==> src/rtl/hts_pkg.sv <==
// Shared types and constants of the head-turn liveness sequencer.
package hts_pkg;

	// Widths of the fixed item and register fields.
	localparam int TIME_FIELD_W = 32;
	localparam int CFG_DATA_W   = 20;
	localparam int CFG_INDEX_W  = 3;

	// Stage codes.
	localparam logic [1:0] ST_ACQUIRE = 2'd0;
	localparam logic [1:0] ST_TURN    = 2'd1;
	localparam logic [1:0] ST_CENTER  = 2'd2;
	localparam logic [1:0] ST_PASSED  = 2'd3;

	// Action codes.
	localparam logic ACT_FRAME   = 1'b0;
	localparam logic ACT_RESTART = 1'b1;

	// Register indexes.
	localparam logic [CFG_INDEX_W-1:0] REG_MATCH_THRESHOLD = 3'd0;
	localparam logic [CFG_INDEX_W-1:0] REG_TURN_DIRECTION  = 3'd1;
	localparam logic [CFG_INDEX_W-1:0] REG_MIN_FACE_PIXELS = 3'd2;
	localparam logic [CFG_INDEX_W-1:0] REG_FRAME_AGE_LIMIT = 3'd3;
	localparam logic [CFG_INDEX_W-1:0] REG_SESSION_LIMIT   = 3'd4;
	localparam logic [CFG_INDEX_W-1:0] REG_GAP_LIMIT       = 3'd5;
	localparam logic [CFG_INDEX_W-1:0] REG_TURN_POSE_MIN   = 3'd6;
	localparam logic [CFG_INDEX_W-1:0] REG_CENTER_POSE_MAX = 3'd7;

	// A stage needs its qualifying frames to span at least this many milliseconds.
	localparam int MIN_SPAN_MS = 200;

	typedef struct packed {
		logic signed [15:0] match_threshold;
		logic               turn_direction;
		logic [15:0]        min_face_pixels;
		logic [15:0]        frame_age_limit;
		logic [19:0]        session_limit;
		logic [15:0]        gap_limit;
		logic [14:0]        turn_pose_min;
		logic [14:0]        center_pose_max;
	} cfg_t;

	localparam cfg_t CFG_RESET = '{
		match_threshold: 16'sd9830,
		turn_direction:  1'b1,
		min_face_pixels: 16'd120,
		frame_age_limit: 16'd350,
		session_limit:   20'd12000,
		gap_limit:       16'd450,
		turn_pose_min:   15'd160,
		center_pose_max: 15'd100
	};

	typedef struct packed {
		logic                    action;
		logic [TIME_FIELD_W-1:0] now_time;
		logic [TIME_FIELD_W-1:0] capture_time;
		logic signed [15:0]      match_score;
		logic signed [15:0]      head_pose;
		logic [15:0]             face_size;
		logic [3:0]              face_count;
	} item_t;

	typedef struct packed {
		logic       passed_pulse;
		logic [1:0] stage_now;
	} result_t;

endpackage

==> src/rtl/hts_if.sv <==
// Request and result channel interfaces of the head-turn liveness sequencer.
interface hts_item_if;
	logic                             valid;
	logic                             ready;
	logic                             action;
	logic [hts_pkg::TIME_FIELD_W-1:0] now_time;
	logic [hts_pkg::TIME_FIELD_W-1:0] capture_time;
	logic signed [15:0]               match_score;
	logic signed [15:0]               head_pose;
	logic [15:0]                      face_size;
	logic [3:0]                       face_count;

	modport source (output valid, action, now_time, capture_time, match_score,
		head_pose, face_size, face_count, input ready);
	modport sink (input valid, action, now_time, capture_time, match_score,
		head_pose, face_size, face_count, output ready);
endinterface

interface hts_result_if;
	logic       valid;
	logic       ready;
	logic       passed_pulse;
	logic [1:0] stage_now;

	modport source (output valid, passed_pulse, stage_now, input ready);
	modport sink (input valid, passed_pulse, stage_now, output ready);
endinterface

==> src/rtl/hts_eval.sv <==
// Next-state and result logic for one request of the liveness sequencer.
module hts_eval #(
	parameter int HOLD_FRAMES = 3,
	parameter int TIME_W      = 32,
	parameter int HIT_W       = 2
) (
	input  hts_pkg::cfg_t      cfg,
	input  hts_pkg::item_t     it,
	input  logic [1:0]         stage,
	input  logic [HIT_W-1:0]   hit_count,
	input  logic [TIME_W-1:0]  first_hit_time,
	input  logic [TIME_W-1:0]  last_capture,
	input  logic               have_last,
	input  logic [TIME_W-1:0]  session_start,
	output logic [1:0]         stage_nxt,
	output logic [HIT_W-1:0]   hit_count_nxt,
	output logic [TIME_W-1:0]  first_hit_time_nxt,
	output logic [TIME_W-1:0]  last_capture_nxt,
	output logic               have_last_nxt,
	output logic [TIME_W-1:0]  session_start_nxt,
	output hts_pkg::result_t   res
);

	// Limits are compared at a width that holds both a time difference and the widest limit.
	localparam int CMP_W = (TIME_W > 20) ? TIME_W : 20;
	localparam logic [HIT_W-1:0] HOLD = HIT_W'(HOLD_FRAMES);

	logic [TIME_W-1:0]  now_t;
	logic [TIME_W-1:0]  cap_t;
	logic [CMP_W-1:0]   age_x;
	logic [CMP_W-1:0]   sess_age_x;
	logic [CMP_W-1:0]   gap_x;
	logic               frame_ok;
	logic               stale;
	logic               gap_hit;
	logic [1:0]         stage_g;
	logic [HIT_W-1:0]   hit_g;
	logic [TIME_W-1:0]  first_g;
	logic signed [16:0] pose_x;
	logic signed [16:0] pose_neg;
	logic signed [16:0] pose_abs;
	logic signed [16:0] turn_min_x;
	logic signed [16:0] center_max_x;
	logic               qualifies;
	logic [TIME_W-1:0]  first_q;
	logic [HIT_W-1:0]   hit_inc;
	logic               span_ok;
	logic               stage_done;

	assign now_t = it.now_time[TIME_W-1:0];
	assign cap_t = it.capture_time[TIME_W-1:0];

	assign age_x      = CMP_W'(now_t - cap_t);
	assign sess_age_x = CMP_W'(now_t - session_start);
	assign gap_x      = CMP_W'(cap_t - last_capture);

	assign frame_ok = (it.face_count == 4'd1)
		&& (it.match_score >= cfg.match_threshold)
		&& (it.face_size >= cfg.min_face_pixels)
		&& (now_t >= cap_t)
		&& (age_x <= CMP_W'(cfg.frame_age_limit))
		&& (now_t >= session_start)
		&& (sess_age_x <= CMP_W'(cfg.session_limit));

	assign stale   = have_last && (cap_t <= last_capture);
	assign gap_hit = have_last && (gap_x > CMP_W'(cfg.gap_limit));

	// A long capture gap restarts progress, but the frame is still scored afterwards.
	assign stage_g = gap_hit ? hts_pkg::ST_ACQUIRE : stage;
	assign hit_g   = gap_hit ? '0 : hit_count;
	assign first_g = gap_hit ? '0 : first_hit_time;

	assign pose_x       = 17'(it.head_pose);
	assign pose_neg     = -pose_x;
	assign pose_abs     = pose_x[16] ? pose_neg : pose_x;
	assign turn_min_x   = $signed({2'b00, cfg.turn_pose_min});
	assign center_max_x = $signed({2'b00, cfg.center_pose_max});

	always_comb begin
		if (stage_g == hts_pkg::ST_TURN) begin
			qualifies = cfg.turn_direction ? (pose_x > turn_min_x) : (pose_neg > turn_min_x);
		end else begin
			qualifies = pose_abs < center_max_x;
		end
	end

	assign first_q    = (hit_g == '0) ? cap_t : first_g;
	assign hit_inc    = (hit_g < HOLD) ? hit_g + HIT_W'(1) : hit_g;
	assign span_ok    = (cap_t >= first_q)
		&& ((cap_t - first_q) >= TIME_W'(hts_pkg::MIN_SPAN_MS));
	assign stage_done = (hit_inc >= HOLD) && span_ok;

	always_comb begin
		stage_nxt          = stage;
		hit_count_nxt      = hit_count;
		first_hit_time_nxt = first_hit_time;
		last_capture_nxt   = last_capture;
		have_last_nxt      = have_last;
		session_start_nxt  = session_start;
		res.passed_pulse   = 1'b0;
		priority if (it.action == hts_pkg::ACT_RESTART) begin
			stage_nxt          = hts_pkg::ST_ACQUIRE;
			hit_count_nxt      = '0;
			first_hit_time_nxt = '0;
			last_capture_nxt   = '0;
			have_last_nxt      = 1'b0;
			session_start_nxt  = now_t;
		end else if (stage == hts_pkg::ST_PASSED) begin
			// Frames are ignored until the next restart.
		end else if (!frame_ok || stale) begin
			stage_nxt          = hts_pkg::ST_ACQUIRE;
			hit_count_nxt      = '0;
			first_hit_time_nxt = '0;
			last_capture_nxt   = '0;
			have_last_nxt      = 1'b0;
		end else begin
			last_capture_nxt = cap_t;
			have_last_nxt    = 1'b1;
			stage_nxt        = stage_g;
			if (!qualifies) begin
				hit_count_nxt      = '0;
				first_hit_time_nxt = '0;
			end else begin
				first_hit_time_nxt = first_q;
				hit_count_nxt      = hit_inc;
				if (stage_done) begin
					hit_count_nxt = '0;
					unique case (stage_g)
						hts_pkg::ST_ACQUIRE: stage_nxt = hts_pkg::ST_TURN;
						hts_pkg::ST_TURN:    stage_nxt = hts_pkg::ST_CENTER;
						default: begin
							stage_nxt        = hts_pkg::ST_PASSED;
							res.passed_pulse = 1'b1;
						end
					endcase
				end
			end
		end
		res.stage_now = stage_nxt;
	end

endmodule

==> src/rtl/head_turn_liveness_sequencer.sv <==
// Head-turn liveness sequencer: request register, sequencing state and result register.
//
// Usage: each request on "item" is either a restart (action = 1, session starts at
// now_time) or one face-detector frame report. Every request yields exactly one
// result on "result": the stage after the request and a flag passed_pulse that is
// set only in the result of the frame that completes the center stage.
// Both channels use valid/ready; a request moves when both are high.
// An accepted request waits in the request register and its result in the result
// register; one request per cycle unless the result is stalled. The request
// register feeds the compare and update logic, which writes the sequencing state
// and the result register in the same cycle; the next request sees the new state.
// When the receiver holds ready low, the result register holds its value, the
// request register fills, and item.ready drops until the result is taken.
// Configuration registers are written through cfg_wr_en/cfg_index/cfg_wdata and
// should only change while no request is in flight.
// Reset clears the stage to acquire, the progress and session state to zero,
// the channels to empty, and loads the documented register defaults.
module head_turn_liveness_sequencer #(
	parameter int HOLD_FRAMES = 3,
	parameter int TIME_BITS   = 32
) (
	input  logic                                clk,
	input  logic                                arst_n,
	input  logic                                cfg_wr_en,
	input  logic [hts_pkg::CFG_INDEX_W-1:0]     cfg_index,
	input  logic [hts_pkg::CFG_DATA_W-1:0]      cfg_wdata,
	hts_item_if.sink                            item,
	hts_result_if.source                        result
);

	localparam int TIME_W = (TIME_BITS < hts_pkg::TIME_FIELD_W) ? TIME_BITS
		: hts_pkg::TIME_FIELD_W;
	localparam int HIT_W  = $clog2(HOLD_FRAMES + 1);

	hts_pkg::cfg_t    cfg_q;
	hts_pkg::item_t   item_s1;
	logic             valid_s1;
	hts_pkg::result_t res_q;
	logic             res_valid_q;

	logic [1:0]        stage_q;
	logic [HIT_W-1:0]  hit_count_q;
	logic [TIME_W-1:0] first_hit_time_q;
	logic [TIME_W-1:0] last_capture_q;
	logic              have_last_q;
	logic [TIME_W-1:0] session_start_q;

	logic [1:0]        stage_nxt;
	logic [HIT_W-1:0]  hit_count_nxt;
	logic [TIME_W-1:0] first_hit_time_nxt;
	logic [TIME_W-1:0] last_capture_nxt;
	logic              have_last_nxt;
	logic [TIME_W-1:0] session_start_nxt;
	hts_pkg::result_t  res_nxt;

	logic advance;
	logic take_in;

	assign advance     = valid_s1 && (!res_valid_q || result.ready);
	assign item.ready  = !valid_s1 || advance;
	assign take_in     = item.valid && item.ready;

	always_ff @(posedge clk or negedge arst_n) begin
		if (!arst_n) begin
			cfg_q <= hts_pkg::CFG_RESET;
		end else if (cfg_wr_en) begin
			unique case (cfg_index)
				hts_pkg::REG_MATCH_THRESHOLD: cfg_q.match_threshold <= cfg_wdata[15:0];
				hts_pkg::REG_TURN_DIRECTION:  cfg_q.turn_direction  <= cfg_wdata[0];
				hts_pkg::REG_MIN_FACE_PIXELS: cfg_q.min_face_pixels <= cfg_wdata[15:0];
				hts_pkg::REG_FRAME_AGE_LIMIT: cfg_q.frame_age_limit <= cfg_wdata[15:0];
				hts_pkg::REG_SESSION_LIMIT:   cfg_q.session_limit   <= cfg_wdata[19:0];
				hts_pkg::REG_GAP_LIMIT:       cfg_q.gap_limit       <= cfg_wdata[15:0];
				hts_pkg::REG_TURN_POSE_MIN:   cfg_q.turn_pose_min   <= cfg_wdata[14:0];
				hts_pkg::REG_CENTER_POSE_MAX: cfg_q.center_pose_max <= cfg_wdata[14:0];
				default: ;
			endcase
		end
	end

	always_ff @(posedge clk or negedge arst_n) begin
		if (!arst_n) begin
			valid_s1 <= 1'b0;
		end else if (take_in) begin
			valid_s1 <= 1'b1;
		end else if (advance) begin
			valid_s1 <= 1'b0;
		end
	end

	always_ff @(posedge clk) begin
		if (take_in) begin
			item_s1.action       <= item.action;
			item_s1.now_time     <= item.now_time;
			item_s1.capture_time <= item.capture_time;
			item_s1.match_score  <= item.match_score;
			item_s1.head_pose    <= item.head_pose;
			item_s1.face_size    <= item.face_size;
			item_s1.face_count   <= item.face_count;
		end
	end

	hts_eval #(
		.HOLD_FRAMES(HOLD_FRAMES),
		.TIME_W     (TIME_W),
		.HIT_W      (HIT_W)
	) u_eval (
		.cfg               (cfg_q),
		.it                (item_s1),
		.stage             (stage_q),
		.hit_count         (hit_count_q),
		.first_hit_time    (first_hit_time_q),
		.last_capture      (last_capture_q),
		.have_last         (have_last_q),
		.session_start     (session_start_q),
		.stage_nxt         (stage_nxt),
		.hit_count_nxt     (hit_count_nxt),
		.first_hit_time_nxt(first_hit_time_nxt),
		.last_capture_nxt  (last_capture_nxt),
		.have_last_nxt     (have_last_nxt),
		.session_start_nxt (session_start_nxt),
		.res               (res_nxt)
	);

	always_ff @(posedge clk or negedge arst_n) begin
		if (!arst_n) begin
			stage_q          <= hts_pkg::ST_ACQUIRE;
			hit_count_q      <= '0;
			first_hit_time_q <= '0;
			last_capture_q   <= '0;
			have_last_q      <= 1'b0;
			session_start_q  <= '0;
		end else if (advance) begin
			stage_q          <= stage_nxt;
			hit_count_q      <= hit_count_nxt;
			first_hit_time_q <= first_hit_time_nxt;
			last_capture_q   <= last_capture_nxt;
			have_last_q      <= have_last_nxt;
			session_start_q  <= session_start_nxt;
		end
	end

	always_ff @(posedge clk or negedge arst_n) begin
		if (!arst_n) begin
			res_valid_q <= 1'b0;
		end else if (advance) begin
			res_valid_q <= 1'b1;
		end else if (result.ready) begin
			res_valid_q <= 1'b0;
		end
	end

	always_ff @(posedge clk) begin
		if (advance) begin
			res_q <= res_nxt;
		end
	end

	assign result.valid        = res_valid_q;
	assign result.passed_pulse = res_q.passed_pulse;
	assign result.stage_now    = res_q.stage_now;

endmodule
==> src/flat_wrapper.sv <==
// flat-port wrapper written by rule: the top's interface ports become plain ports
module head_turn_liveness_sequencer_flat 
#(
	parameter int HOLD_FRAMES = 3,
	parameter int TIME_BITS   = 32
)
  (clk, arst_n, cfg_wr_en, cfg_index, cfg_wdata, item_valid, item_action, item_now_time, item_capture_time, item_match_score, item_head_pose, item_face_size, item_face_count, item_ready, result_valid, result_passed_pulse, result_stage_now, result_ready);
  hts_item_if item_i ();
  hts_result_if result_i ();
  input  logic clk;
  input  logic arst_n;
  input  logic cfg_wr_en;
  input  logic [hts_pkg::CFG_INDEX_W-1:0] cfg_index;
  input  logic [hts_pkg::CFG_DATA_W-1:0] cfg_wdata;
  input wire logic [$bits(item_i.valid)-1:0] item_valid;
  input wire logic [$bits(item_i.action)-1:0] item_action;
  input wire logic [$bits(item_i.now_time)-1:0] item_now_time;
  input wire logic [$bits(item_i.capture_time)-1:0] item_capture_time;
  input wire logic [$bits(item_i.match_score)-1:0] item_match_score;
  input wire logic [$bits(item_i.head_pose)-1:0] item_head_pose;
  input wire logic [$bits(item_i.face_size)-1:0] item_face_size;
  input wire logic [$bits(item_i.face_count)-1:0] item_face_count;
  output wire logic [$bits(item_i.ready)-1:0] item_ready;
  output wire logic [$bits(result_i.valid)-1:0] result_valid;
  output wire logic [$bits(result_i.passed_pulse)-1:0] result_passed_pulse;
  output wire logic [$bits(result_i.stage_now)-1:0] result_stage_now;
  input wire logic [$bits(result_i.ready)-1:0] result_ready;
  assign item_i.valid = item_valid;
  assign item_i.action = item_action;
  assign item_i.now_time = item_now_time;
  assign item_i.capture_time = item_capture_time;
  assign item_i.match_score = item_match_score;
  assign item_i.head_pose = item_head_pose;
  assign item_i.face_size = item_face_size;
  assign item_i.face_count = item_face_count;
  assign item_ready = item_i.ready;
  assign result_valid = result_i.valid;
  assign result_passed_pulse = result_i.passed_pulse;
  assign result_stage_now = result_i.stage_now;
  assign result_i.ready = result_ready;
  head_turn_liveness_sequencer #(.HOLD_FRAMES(HOLD_FRAMES), .TIME_BITS(TIME_BITS)) u_core (.clk(clk), .arst_n(arst_n), .cfg_wr_en(cfg_wr_en), .cfg_index(cfg_index), .cfg_wdata(cfg_wdata), .item(item_i), .result(result_i));
endmodule
==> config.mk <==
export PLATFORM = sky130hd
export DESIGN_NAME = head_turn_liveness_sequencer_flat
export DESIGN_NICKNAME = d
export VERILOG_FILES = /design/src/rtl/hts_pkg.sv /design/src/rtl/hts_if.sv /design/src/rtl/hts_eval.sv /design/src/rtl/head_turn_liveness_sequencer.sv /design/src/flat_wrapper.sv
export SDC_FILE = /design/constraint.sdc
export NUM_CORES = 1
export LEC_CHECK = 0
export BUFFER_PORTS_ARGS = -buffer_cell sky130_fd_sc_hd__buf_2
export CAP_MARGIN = 15
export CORE_UTILIZATION = 56
export CTS_CLUSTER_SIZE = 8
export DETAILED_ROUTE_END_ITERATION = 16
export GPL_ROUTABILITY_DRIVEN = 0
export GPL_TIMING_DRIVEN = 0
export PLACE_DENSITY_LB_ADDON = 0.05
export SYNTH_ARGS = -nofsm -noshare
export SYNTH_HDL_FRONTEND = slang
export SYNTH_SLANG_ARGS = --single-unit
==> constraint.sdc <==
create_clock -name clk -period 7.5 [get_ports clk]
set_clock_uncertainty 0.05 [all_clocks]
set_input_delay 2.25 -clock clk [delete_from_list [all_inputs] [get_ports clk]]
set_output_delay 2.25 -clock clk [all_outputs]
set_load 0.02 [all_outputs]
Word level (Yosys, flattened, before mapping)
Cells that the tools add are included.
{"block": "word_totals", "register_bits": 338, "inputBits": 145, "out_inout_bits": 5}
{"block": "classes", "addsub": 6, "magnitude_cmp": 15, "n_eq_ne": 11, "n_mux": 34, "n_bitwise": 2, "reduce_logical": 35}
{"operator": "$mux 32", "n": 9}
{"operator": "$sub 32x32->32", "n": 4}
{"operator": "$ge 32x32->1", "n": 3}
{"operator": "$ge 16x16->1", "n": 2}
{"operator": "$ge 32x8->1 const B", "n": 1}
{"operator": "$gt 32x16->1", "n": 1}
{"operator": "$le 32x16->1", "n": 1}
{"operator": "$le 32x20->1", "n": 1}
{"operator": "$le 32x32->1", "n": 1}
{"operator": "$mux 2", "n": 13}
{"operator": "$reduce_and 2->1", "n": 10}
{"operator": "$gt 17x16->1", "n": 1}
{"operator": "$lt 17x16->1", "n": 1}
{"operator": "$mux 17", "n": 1}
{"operator": "$neg 16->17", "n": 1}
{"operator": "$gt 16x16->1", "n": 1}
{"operator": "$eq 3x3->1 const B", "n": 4}
{"operator": "$logic_and 1x1->1", "n": 12}
{"operator": "$mux 1", "n": 10}
{"operator": "$eq 3x2->1 const B", "n": 2}
{"operator": "$reduce_or 5->1", "n": 1}
{"operator": "$eq 4x1->1 const B", "n": 1}
{"operator": "$logic_not 2->1", "n": 2}
{"operator": "$pmux 2 s2", "n": 1}
{"operator": "other kinds (13)", "n": 19}

Logic depth before layout (Yosys ltp)
{"block": "depth", "word_depth": 15, "ltp_mapped": 37, "mapped_depth_nobuf": 33}

Modules after synthesis
A second synthesis with hierarchy kept.
{"block": "unflattened", "cells_unflattened": 2667, "area_unflattened_um2": 25530.7}
{"mod": "hts_eval", "n_inst": 1, "cells_per_inst": 2073, "area_per_inst_um2": 13689.4, "seq_area_each_um2": 0.0}
{"mod": "head_turn_liveness_sequencer", "n_inst": 1, "cells_per_inst": 594, "area_per_inst_um2": 11841.4, "seq_area_each_um2": 9101.2}

Worst setup path after synthesis
Ideal clock, no wire load.
{"block": "synth_path", "path_type": "register to register", "startpoint": "register u_core.item_s1[52] (netlist bit)", "endpoint": "register u_core.hit_count_q[1]", "arrival_time_ps": 7617, "required_ps": 7373, "setup_slack_ps": -245, "path_stages_with_launch": 37, "path_buffers": 4, "cell_sequence": "edfxtp_1 > inv_1 > ha_1 > fa_1 > and2b_1 > o21ai_0 > o211a_1 > o211ai_1 > nor2_1 > xnor2_1 > ha_1 > and4_1 > and3_1 > a221oi_1 > nand3_1 > a21oi_1 > and4_1 > nand4_1 > o41a_1 > buf_6 > or2_1 > clkbuf_1 > buf_2 > mux2i_1 > ha_1 > clkbuf_1 > o21ai_0 > nor3_1 > or4_1 > a311o_1 > a2111oi_0 > nand4_1 > nor4_1 > nand3_1 > nand2_1 > or4b_1 > a21oi_1"}
{"block": "synth_via", "elab_chain_len": 15, "elab_cells_between_ends": 35, "cone_classes": "add/sub: 4; order compare: 8; eq/ne: 1; mux: 11; reduce/logical: 11"}
{"item": "start: declaration", "line": "head_turn_liveness_sequencer.sv:36", "text": "hts_pkg::item_t item_s1;"}
{"item": "$sub 32x32->32", "line": "hts_eval.sv:55", "text": "assign gap_x = CMP_W'(cap_t - last_capture);"}
{"item": "$gt 32x16->1", "line": "hts_eval.sv:66", "text": "assign gap_hit = have_last && (gap_x > CMP_W'(cfg.gap_limit));"}
{"item": "$logic_and 1x1->1", "line": "hts_eval.sv:66"}
{"item": "$mux 2", "line": "hts_eval.sv:70", "text": "assign hit_g = gap_hit ? '0 : hit_count;"}
{"item": "$logic_not 2->1", "line": "hts_eval.sv:87", "text": "assign first_q = (hit_g == '0) ? cap_t : first_g;"}
{"item": "$mux 32", "line": "hts_eval.sv:87"}
{"item": "$sub 32x32->32", "line": "hts_eval.sv:90", "text": "&& ((cap_t - first_q) >= TIME_W'(hts_pkg::MIN_SPAN_MS));"}
{"item": "$ge 32x8->1", "line": "hts_eval.sv:90"}
{"item": "$logic_and 1x1->1", "line": "hts_eval.sv:90"}
{"item": "$logic_and 1x1->1", "line": "hts_eval.sv:91", "text": "assign stage_done = (hit_inc >= HOLD) && span_ok;"}
{"item": "$mux 2", "line": "hts_eval.sv:126", "text": "if (stage_done) begin"}
{"item": "$mux 2", "line": "hts_eval.sv:120", "text": "if (!qualifies) begin"}
{"item": "$mux 2 (*)", "line": "hts_eval.sv:110", "text": "end else if (!frame_ok || stale) begin"}
{"item": "$mux 2 (*)", "line": "hts_eval.sv:108", "text": "end else if (stage == hts_pkg::ST_PASSED) begin"}
{"item": "$mux 2 (*)", "line": "hts_eval.sv:101", "text": "priority if (it.action == hts_pkg::ACT_RESTART) begin"}
{"item": "end signal: assignment", "line": "head_turn_liveness_sequencer.sv:135", "text": "hit_count_q <= hit_count_nxt;"}
{"item": "end: declaration", "line": "head_turn_liveness_sequencer.sv:42", "text": "logic [HIT_W-1:0] hit_count_q;"}
Mark *: on every way between the ends. The rest lies on a longest branch, timed or not. The select of a mux whose other input is x is not followed.
A chain may end at the register's enable or synchronous reset.

Worst setup path after layout
Same ends and word-level chain as after synthesis.

==> flow_summary.yaml <==
outcome:
  status: "finished with violations"
  violations: "setup timing"
routing:
  drt_iter0_markers: 1712
  viasPerCell: 6.205
  vias: 20920
  antenna_left: 0
  dr_wl_met2_um: 31570
  dr_wl_met3_um: 4720
  drc: 0
  wl_met1_um: 28170
  wl_per_cell_um: 19.74
  top_layer_used: "met4"
  postRouteWirelength_um: 66560
  firstDrtPassIters: 5
cells_and_area:
  fin_area_um2: 27980
  drive_gt1_share_pct: 18.71
  post-route-util_pct: 66.41
  seq_area_um2: 9101
  multi_input_area_um2: 14120
  n_fill_cell: 3405
  final_cells: 3372
  final_nets: 3199
  area_growth_syn_to_layout_pct: 16.25
timing:
  finalSetupViolations: 7
  rsz0062_at_grt: "true"
  hold_viol: 0
  fin_crit_ns: 8.197
  worst_pin_slew_ns: 0.8198
  slew_headroom_pct: 45.23
  fin_ws_ns: -0.6974
  fin_crit_sh_pct: 109.3
  drv_slew: 0
  max_freq_mhz: 122.0
floorplan:
  core_area_um2: 42130
  rows: 75
  die_y_um: 209.3
  die_x_um: 209.3
  io_pins: 150
  die_area_um2: 43810
  initial_utilization_pct: 57.13
critical_path:
  cp.required_ns: 7.97
  worstSetupPathType: "reg2reg"
  critical_path_buf_inv_count: 5
  slowest_stage: "or4b_4"
  cpLargestDelayFamily: "compound AO/OA/AOI/OAI gates"
  critPathMaxStageDelay_ns: 0.47
  path_max_fanout: 6
  critPathCaptureType: "flop"
  cp.arrival_ns: 8.66
  start_kind: "flop"
pwr:
  power_mw: 6.499
  pwr_density_cell_nw_per_um2: 232.3
  ir_drop_mv: 0.2004
  cellLeakagePower_nw: 12.28
cts:
  insertion_delay_ns: 0.61
  cts_buffers: 48
  clockBufferDepth: 3
  ctsRootBufferMaster: "clkbuf_16"
  htree_num_levels: 2
  path_clk_slew_ns: 0.05
  cts_tree: "yes"
  cts_hold_buf: 0
  cts.sinks: 338
placed_design:
  pre_cts_ws_ns: -1.787
  dp.cells: 3241
  place_area_um2: 25600
  dp_hpwl_um: 49990
  port_buffers: 145
yosys:
  synth_ff_type: "dfrtp_1"
  ys_types: 91
  syn_inst: 2554
  ys_warn_count: 0
  netlist_area_um2: 24070
  synth_top_cell_area_share_pct: 19.13
  synth_edf_count: 120
  ys_ff_latch: 338
  syn_avg_cell_area_um2: 9.424
  ys_seq_area_share_pct: 37.81
  synth_area_leaders: "dfrtp_1, edfxtp_1, ha_1, mux2_2, a21oi_1"
  synthArstFlopShare_pct: 64.50
  synth_fp_nets: 2960
  synth_top_area_cell: "dfrtp_1"
global_routing:
  grt_pass1_wl_um: 105200
  grt_pass1_vias: 20330
  antenna_found_initial: 0
  track_usage_pct: 30.28
  gr-total-overflow: 0
  grt_max_degree: 90
flow_run:
  maxCapViolCount: 0
hold_path:
  worstHoldPathType: "reg2reg"
cell usage after synthesis, types with 7 or more instances:
cell type  instances
mux2i_1           43
o211a_1            9
and3_1            19
o221ai_1           8
nor4_1            16
o21ai_0          157
a21o_1            36
dfrtp_1          184
a21oi_1          192
o21a_1            34
inv_1            244
nand2_1          240
nor3_1            39
nor2_1           115
nor3b_1            8
a22o_1            35
xnor2_1           61
a31o_2             7
o2111ai_1         14
edfxtp_1         120
a211oi_1          31
nand2b_1          20
o31ai_1           41
or3_1             18
o21bai_1          14
a31oi_1           15
a221oi_1           7
o211ai_1          29
and2_1            10
xor2_1            35
a21boi_0           7
a2111oi_0         11
or4_1              7
nand4_1           70
clkbuf_1          80
buf_2             12
ha_1             258
and4_1            11
o22ai_1           11
dfstp_2           34
mux2_2            99
nand3_1           33
nor2b_1           20
flip-flops by register name, summed over array words and instances (netlist names), 2 cells and up:
signal,cells
u_core.first_hit_time_q,32
u_core.stage_q,2
u_core.cfg_q,115
u_core.result.stage_now,2
u_core.session_start_q,32
u_core.last_capture_q,32
u_core.hit_count_q,2
u_core.item_s1,117
final cells by class:
class / count / share of cell area [%]
antenna: 1 / 0.008943
buffer: 85 / 1.498
clock buffer: 86 / 4.874
clock inverter: 3 / 0.3220
inverter: 244 / 3.273
multi-input combinational: 1870 / 50.46
sequential: 338 / 32.53
tap: 539 / 2.410
timing repair buffer: 206 / 4.628
layer usage:
| layer | up-vias | track usage, % |
|---|---|---|
| li1 | 9903 | - |
| met1 | 10090 | 40.27 |
| met2 | 806 | 51.24 |
| met3 | 130 | 3.666 |
| met4 | 0 | 10.19 |
| met5 | - | 0 |
worst register-to-register path: cells and delay by family (launching register included):
family | cells | cell delay [ns]
flops | 1 | 0.44
compound gates | 13 | 2.95
xor+xnor | 1 | 0.24
mux | 1 | 0.12
simple gates | 12 | 2.46
fa+ha+maj | 4 | 1.18
buf+inv | 5 | 0.67
through the flow:
| stage | setup TNS (ns) | hold slack [ns] |
|---|---|---|
| 4_1_cts | -3.499 | 0.4276 |
| 6_report | -4.200 | 0.4231 |
| 2_1_floorplan | 0 | 0.3985 |
| 5_1_grt | -5.990 | 0.4467 |
| 3_5_place_dp | -11.59 | 0.4168 |
| 3_3_place_gp | -11.58 | 0.4099 |
path summary, 6_finish.rpt:
| path | slack (ns) | cells after the start | endpoint | startpoint |
|---|---|---|---|---|
| hold reg to reg | 0.42 | 2 | u_core.last_capture_q[17] | u_core.last_capture_q[17] |
| hold / removal | 0.42 | 2 | u_core.last_capture_q[17] | u_core.last_capture_q[17] |
| setup reg to reg | -0.70 | 36 | u_core.hit_count_q[1] | u_core.item_s1[52] |
| setup / recovery | -0.70 | 36 | u_core.hit_count_q[1] | u_core.item_s1[52] |
| min in group asynchronous | 1.51 | 1 | u_core.session_start_q[24] | arst_n |
| max in group asynchronous | 5.03 | 2 | u_core.cfg_q[6] | arst_n |
placed cells by master (no fill, tap or decap), types with 35 or more instances in the layout:
| cell type | n |
|---|---|
| a21o_1 | 36 |
| a21oi_1 | 174 |
| a22o_1 | 35 |
| buf_2 | 154 |
| buf_4 | 55 |
| clkbuf_1 | 93 |
| clkbuf_16 | 49 |
| dfrtp_1 | 184 |
| edfxtp_1 | 120 |
| ha_1 | 240 |
| inv_1 | 243 |
| mux2_2 | 99 |
| mux2i_1 | 42 |
| nand2_1 | 238 |
| nand4_1 | 70 |
| nor2_1 | 113 |
| nor3_1 | 38 |
| o21ai_0 | 146 |
| o31ai_1 | 40 |
| xnor2_1 | 59 |
| xor2_1 | 35 |
repair_timing:
action | in CTS | in global routing
resized for setup | 91 | 42
gates cloned | 1 | 1
pin swaps | 36 | 44
setup endpoints to repair | 7 | 67
setup buffers | 39 | 17
power by group:
| part | leakage [nW] | internal, mW | switching, mW | total, mW |
|---|---|---|---|---|
| Clock | 0.683 | 1.23 | 0.831 | 2.06 |
| Sequential | 3.85 | 2.17 | 0.132 | 2.31 |
| Combinational | 7.75 | 0.883 | 1.25 | 2.13 |
cells by family after synthesis:
group / synth area share, %
buffers and inverters: 5.588
flip-flops: 37.81
XOR/XNOR: 3.493
multiplexers: 6.420
AO/OA/AOI/OAI: 19.59
adder cells (fa/ha/maj): 13.66
AND/OR/NAND/NOR: 13.44
Power figures use the tool's default switching activity.
